===== config.mk =====
export PLATFORM = sky130hd
export DESIGN_NAME = c2sp_queue
export DESIGN_NICKNAME = d
export VERILOG_FILES = /design/src/hdl/c2sp_pkg.sv /design/src/hdl/c2sp_queue.sv
export SDC_FILE = /design/constraint.sdc
export NUM_CORES = 1
export LEC_CHECK = 0
export BUFFER_PORTS_ARGS = -buffer_cell sky130_fd_sc_hd__buf_2
export CAP_MARGIN = 20
export CORE_MARGIN = 1
export CORE_UTILIZATION = 44
export CTS_CLUSTER_SIZE = 28
export DETAILED_ROUTE_END_ITERATION = 10
export GPL_TIMING_DRIVEN = 0
export SLEW_MARGIN = 10
export SYNTH_ARGS = -nofsm -noshare
export SYNTH_HDL_FRONTEND = slang
export SYNTH_SLANG_ARGS = --single-unit

===== constraint.sdc =====
create_clock -name aclk -period 8.36 [get_ports aclk]
set_input_delay 0.418 -clock aclk [delete_from_list [all_inputs] [get_ports aclk]]
set_output_delay 0.418 -clock aclk [all_outputs]
set_load 0.005 [all_outputs]

===== src/hdl/c2sp_pkg.sv =====
// ----------------------------------------------------------------------------
// c2sp_pkg
// Shared types and constants of the strided, padded 3x3 convolution stream.
// ----------------------------------------------------------------------------
package c2sp_pkg;

    // axis arithmetic width, covers sizes up to 4096 plus border and stride
    localparam int AXW = 14;
    localparam int PIX_W = 16;
    localparam int IDX_W = 10;
    localparam int PROD_W = 32;
    localparam int ACC_W = 36;
    localparam int COEFF_W = 48;
    localparam int QUEUE_DEPTH = 4;
    localparam int QPTR_W = 2;
    localparam int QCNT_W = 3;
    localparam int OUT_TDATA_W = 56;

    // configuration register indexes
    typedef enum logic [2:0] {
        REG_COEFF_TOP    = 3'd0,
        REG_COEFF_MID    = 3'd1,
        REG_COEFF_BOT    = 3'd2,
        REG_IMAGE_WIDTH  = 3'd3,
        REG_IMAGE_HEIGHT = 3'd4,
        REG_STEP_SIZE    = 3'd5,
        REG_BORDER_ZEROS = 3'd6
    } cfg_index_t;

    // effective settings seen by front and back
    typedef struct packed {
        logic [2:0][COEFF_W-1:0] coeff;     // [0] top row, column 0 in low bits
        logic [AXW-1:0]          width_n;   // clamped width
        logic [AXW-1:0]          height_n;  // clamped height
        logic [1:0]              stride;    // never zero
        logic                    pad;
    } cfg_t;

    // up to two placements along one axis completed by a pixel
    typedef struct packed {
        logic                        two;   // second placement present
        logic [1:0][IDX_W-1:0]       idx;   // output index
        logic [1:0]                  last;  // index is the last one of the axis
        logic [1:0][2:0]             dsh;   // window offset of kernel tap 0
        logic [1:0][2:0]             mask;  // kernel taps that see real pixels
    } axis_t;

    // one queued job: window snapshot plus placements
    typedef struct packed {
        logic [2:0][2:0][PIX_W-1:0] win;   // [row][col], row 2 and col 2 newest
        axis_t                      row;
        axis_t                      col;
    } job_t;

endpackage


===== src/hdl/c2sp_queue.sv =====
// ----------------------------------------------------------------------------
// c2sp_queue
// Short job queue between the classifying front and the computing back.
// ----------------------------------------------------------------------------
module c2sp_queue (
    input  logic                          aclk,
    input  logic                          aresetn,
    input  logic                          push,
    input  c2sp_pkg::job_t                push_job,
    input  logic                          pop,
    output c2sp_pkg::job_t                head,
    output logic                          not_empty,
    output logic [c2sp_pkg::QCNT_W-1:0]   count
);

    c2sp_pkg::job_t                entries [c2sp_pkg::QUEUE_DEPTH];
    logic [c2sp_pkg::QPTR_W-1:0]   wr_ptr_reg;
    logic [c2sp_pkg::QPTR_W-1:0]   rd_ptr_reg;
    logic [c2sp_pkg::QCNT_W-1:0]   count_reg;

    assign head      = entries[rd_ptr_reg];
    assign not_empty = (count_reg != '0);
    assign count     = count_reg;

    // pointers and fill level
    always_ff @(posedge aclk) begin
        if (!aresetn) begin
            wr_ptr_reg <= '0;
            rd_ptr_reg <= '0;
            count_reg  <= '0;
        end else begin
            if (push) begin
                wr_ptr_reg <= c2sp_pkg::QPTR_W'(wr_ptr_reg + 1'b1);
            end
            if (pop) begin
                rd_ptr_reg <= c2sp_pkg::QPTR_W'(rd_ptr_reg + 1'b1);
            end
            if (push && !pop) begin
                count_reg <= c2sp_pkg::QCNT_W'(count_reg + 1'b1);
            end else if (pop && !push) begin
                count_reg <= c2sp_pkg::QCNT_W'(count_reg - 1'b1);
            end
        end
    end

    // storage
    always_ff @(posedge aclk) begin
        if (push) begin
            entries[wr_ptr_reg] <= push_job;
        end
    end

endmodule


After elaboration in Yosys (flattened, before gate mapping)
Memories as Yosys holds them, arrays and structs flattened. A register that Yosys moved wholly into a read port is not among the register bits.
Cells that the tools add are included.
Operators by class
  add/subtract/negate cells: 4
  muxes and demuxes: 6
  reduce and logical (&&, ||, !) cells: 6
Operators with widths (number)
  3-bit 2-to-1 mux: 2
  2-bit by 1-bit adder with 2-bit output (second input constant): 2
  2-bit 2-to-1 mux: 2
  3-bit by 1-bit adder with 3-bit output (second input constant): 1
  3-bit nonzero test: 1
  3-bit by 1-bit subtractor with 3-bit output (second input constant): 1
  1-bit logical AND: 2
  1-bit logical NOT: 2
  1-bit 2-to-1 mux: 2
  2-bit nonzero test: 1
Storage, ports and cells
  output and inout bits: 218
  bits in registers: 7
  memory bits (writable): 856
  memories: 1
  input bits: 218
Memories
  entries: depth 4, width 214, read ports 1, clocked after Yosys merged registers in 1, wr ports 1, RTL line c2sp_queue.sv:16  | c2sp_pkg::job_t entries [c2sp_pkg::QUEUE_DEPTH];

Depth between registers and ports, before layout
  word-level depth: 4
  depth in mapped cells: 7
  depth with buffers taken out: 7

Worst setup path before layout
OpenSTA, ideal clock, no wires.
  path kind: register to register
  start: register wr_ptr_reg[0] (netlist bit)
  end: memory entries[0][0] (netlist bit) (enable)
  clock period less this slack: 6004 ps
  stages on the path, launching flop included: 4
  required time: 7760 ps
  arrival: 5403 ps
  path buffers: 0
  path slack: 2356 ps
  path through: dfxtp_1 inv_1 ha_1 and2_1
RTL lines
  start: declaration: RTL line c2sp_queue.sv:17  | logic [c2sp_pkg::QPTR_W-1:0] wr_ptr_reg;
  start signal: assignment: RTL line c2sp_queue.sv:33  | wr_ptr_reg <= c2sp_pkg::QPTR_W'(wr_ptr_reg + 1'b1);
  end: declaration: RTL line c2sp_queue.sv:16
No word-level cell before the write port.

==> flow_summary.json <==
{
  "outcome": "completed",
  "syn-num-nets": 1384,
  "die_w_microns": 269,
  "rows": 97,
  "grt-ovfl-total": 0,
  "cp_max_fo": 10,
  "io_buffers": 435,
  "ys_async_sr_fraction_pct": 0,
  "skew_ns": 0.0117,
  "drtAntennaViolNets": 0,
  "routed_wl_microns": 65400,
  "wire_per_inst_microns": 22.3,
  "ys_top_cells_by_count": "edfxtp_1, mux4_2, mux4_1",
  "htree_levels": 3,
  "holdWs_ns": 0.129,
  "placedCellCount": 2553,
  "rsz0062_at_grt": "no",
  "ys_types": 20,
  "vias": 15000,
  "netlist_instances": 1160,
  "grt_pass1_vias": 16000,
  "die_area_sq_mm": 0.0725,
  "ys_seq_area_share_pct": 82.4,
  "drt_iter0_drc": 880,
  "drt_pre_antenna_iters": 4,
  "r2r_setup_slack_ns": 6.06,
  "core-area_sq_mm": 0.0704,
  "post_cts.repair.setup_buffers": 0,
  "cts_tree": "done",
  "cp.required_ns": 7.94,
  "fmax_mhz": 296,
  "routabilityCongestion": 0.720,
  "crit_type": "reg2out",
  "fillers": 5230,
  "p_total_w": 0.00985,
  "grt_max_degree": 50,
  "clk_path_buf_depth": 3,
  "finalCritPeriodShare_pct": 40.3,
  "cp-end-kind": "output pin",
  "fin_ws_ns": 4.99,
  "fp.dieH_microns": 269,
  "critPathLaunchType": "flip-flop",
  "power_leakage_nw": 13.8,
  "utilization_pct": 57.2,
  "yosysTopAreaCell": "edfxtp_1",
  "largest_reg_flops": 856,
  "hold_path_class": "in2reg",
  "synthFlopType": "edfxtp_1",
  "cp_data_arrival_time_ns": 2.95,
  "fin_crit_ns": 3.37,
  "cts_resized": 0,
  "synth.most_common_cell": "edfxtp_1",
  "initial_utilization_pct": 44.6,
  "tightest_slew_ns": 0.923,
  "finalNonFillerCells": 2931,
  "track_usage_pct": 18.1,
  "clock_sinks": 865,
  "ys_top_cells_by_area": "edfxtp_1, mux4_2, mux4_1, buf_6, dfxtp_1",
  "power.density_mw_per_mm2": 244,
  "synth-edff-count": 856,
  "irDropWorstVdd_mv": 0.177,
  "hold_viol": 0,
  "final_max_slew_viol_count": 0,
  "ys_ff_latch": 865,
  "yosysTopAreaCellShare_pct": 81.8,
  "synth_area_per_cell_sq_um": 27.1,
  "vias_per_cell": 5.11,
  "setup_viol": 0,
  "cts-hold-fix-buffers": 214,
  "slew_headroom_pct": 38.5,
  "post-place-ws_ns": 5.44,
  "hpwl_microns": 41400,
  "maxCapViolCount": 0,
  "pin_count": 436,
  "grt_first_pass_wirelength_microns": 98100,
  "netlist_area_sq_mm": 0.0314,
  "antenna_found_initial": 4,
  "drc_errors": 0,
  "fin_nets": 2142,
  "area_delta_synth_final_pct": 28.2,
  "seq_area_sq_mm": 0.0259,
  "multiInputGateArea_sq_mm": 0.00518,
  "root_buffer": "clkbuf_16",
  "path_clk_slew_ns": 0.06,
  "yosys_warnings": 0,
  "drive_above_1_share_pct": 40.6,
  "clk_latency_ns": 0.62,
  "cts_buffers": 89
}
[power breakdown]
group	internal [W]	total, W	switching, W
Sequential	0.00498	0.00502	0.0000397
Clock	0.00224	0.00383	0.00159
Combinational	0.000500	0.000989	0.000489
Total	0.00773	0.00985	0.00212
[cell type report]
| class | instances | area share (%) |
|---|---|---|
| antenna | 2 | 0.0124 |
| buffer | 48 | 0.891 |
| clock buffer | 117 | 5.94 |
| clock inverter | 45 | 1.14 |
| inverter | 4 | 0.0373 |
| multi-input combinational | 243 | 12.9 |
| sequential | 865 | 64.3 |
| tap | 940 | 2.92 |
| timing repair buffer | 667 | 12.0 |
[logic make-up (layout without fill, tap and decap cells)]
family | Yosys count | after routing | share of synthesized area (%)
multiplexers | 216 | 216 | 15.7
XOR/XNOR | 5 | 5 | 0.139
AO/OA/AOI/OAI | 2 | 2 | 0.0398
adder cells (fa/ha/maj) | 6 | 6 | 0.263
AND/OR/NAND/NOR | 14 | 14 | 0.271
flip-flops | 865 | 865 | 82.4
buffers and inverters | 52 | 881 | 1.19
other | 0 | 2 | 0
[worst max-delay path, cell delays in order, from the launching register on]
cell and delay [ns]:
dfxtp_1 0.30, buf_2 0.27, clkbuf_1 0.73, buf_2 0.47, mux4_2 0.38, buf_2 0.17
[cells in the final DEF, fill, tap and decap left out, drive strengths merged]
| cell | synthesis | routed |
|---|---|---|
| dfxtp | 9 | 9 |
| or3 | 2 | 2 |
| nor2b | 2 | 2 |
| dlygate4sd3 | 0 | 214 |
| mux4 | 214 | 214 |
| and2 | 9 | 9 |
| bufinv | 0 | 7 |
| ha | 5 | 5 |
| inv | 4 | 7 |
| nand2 | 1 | 1 |
| clkbuf | 6 | 123 |
| xnor2 | 2 | 2 |
| edfxtp | 856 | 856 |
| xor2 | 3 | 3 |
| diode | 0 | 2 |
| mux2i | 2 | 2 |
| clkinvlp | 0 | 5 |
| o21ai | 1 | 1 |
| buf | 42 | 495 |
| a21boi | 1 | 1 |
| clkinv | 0 | 30 |
| fa | 1 | 1 |
[per-layer routing]
| metal | share of wire [%] | vias to the layer above | track usage [%] |
|---|---|---|---|
| li1 | - | 6611 | - |
| met1 | 41 | 7819 | 23.7 |
| met2 | 50 | 438 | 29.9 |
| met3 | 6.7 | 98 | 4.49 |
| met4 | 2.1 | 8 | 5.56 |
| met5 | 0.063 | - | 0 |
[final timing paths]
kind | to | cells after the start | from
min reg2reg | count[2] | 2 | count[2]
min | count[2] | 2 | aresetn
max | head[77] | 5 | flip-flop
max reg2reg | entries[2][78] | 5 | wr_ptr_reg[0]
[metrics by stage]
stage	area [sq um]	TNS, ns
after detailed placement	35300	0
after floorplan	31400	0
final	40300	0
after CTS	40300	0
after global routing	40300	0
after global placement	34800	-1729.44
(Power assumes the default switching activity.)
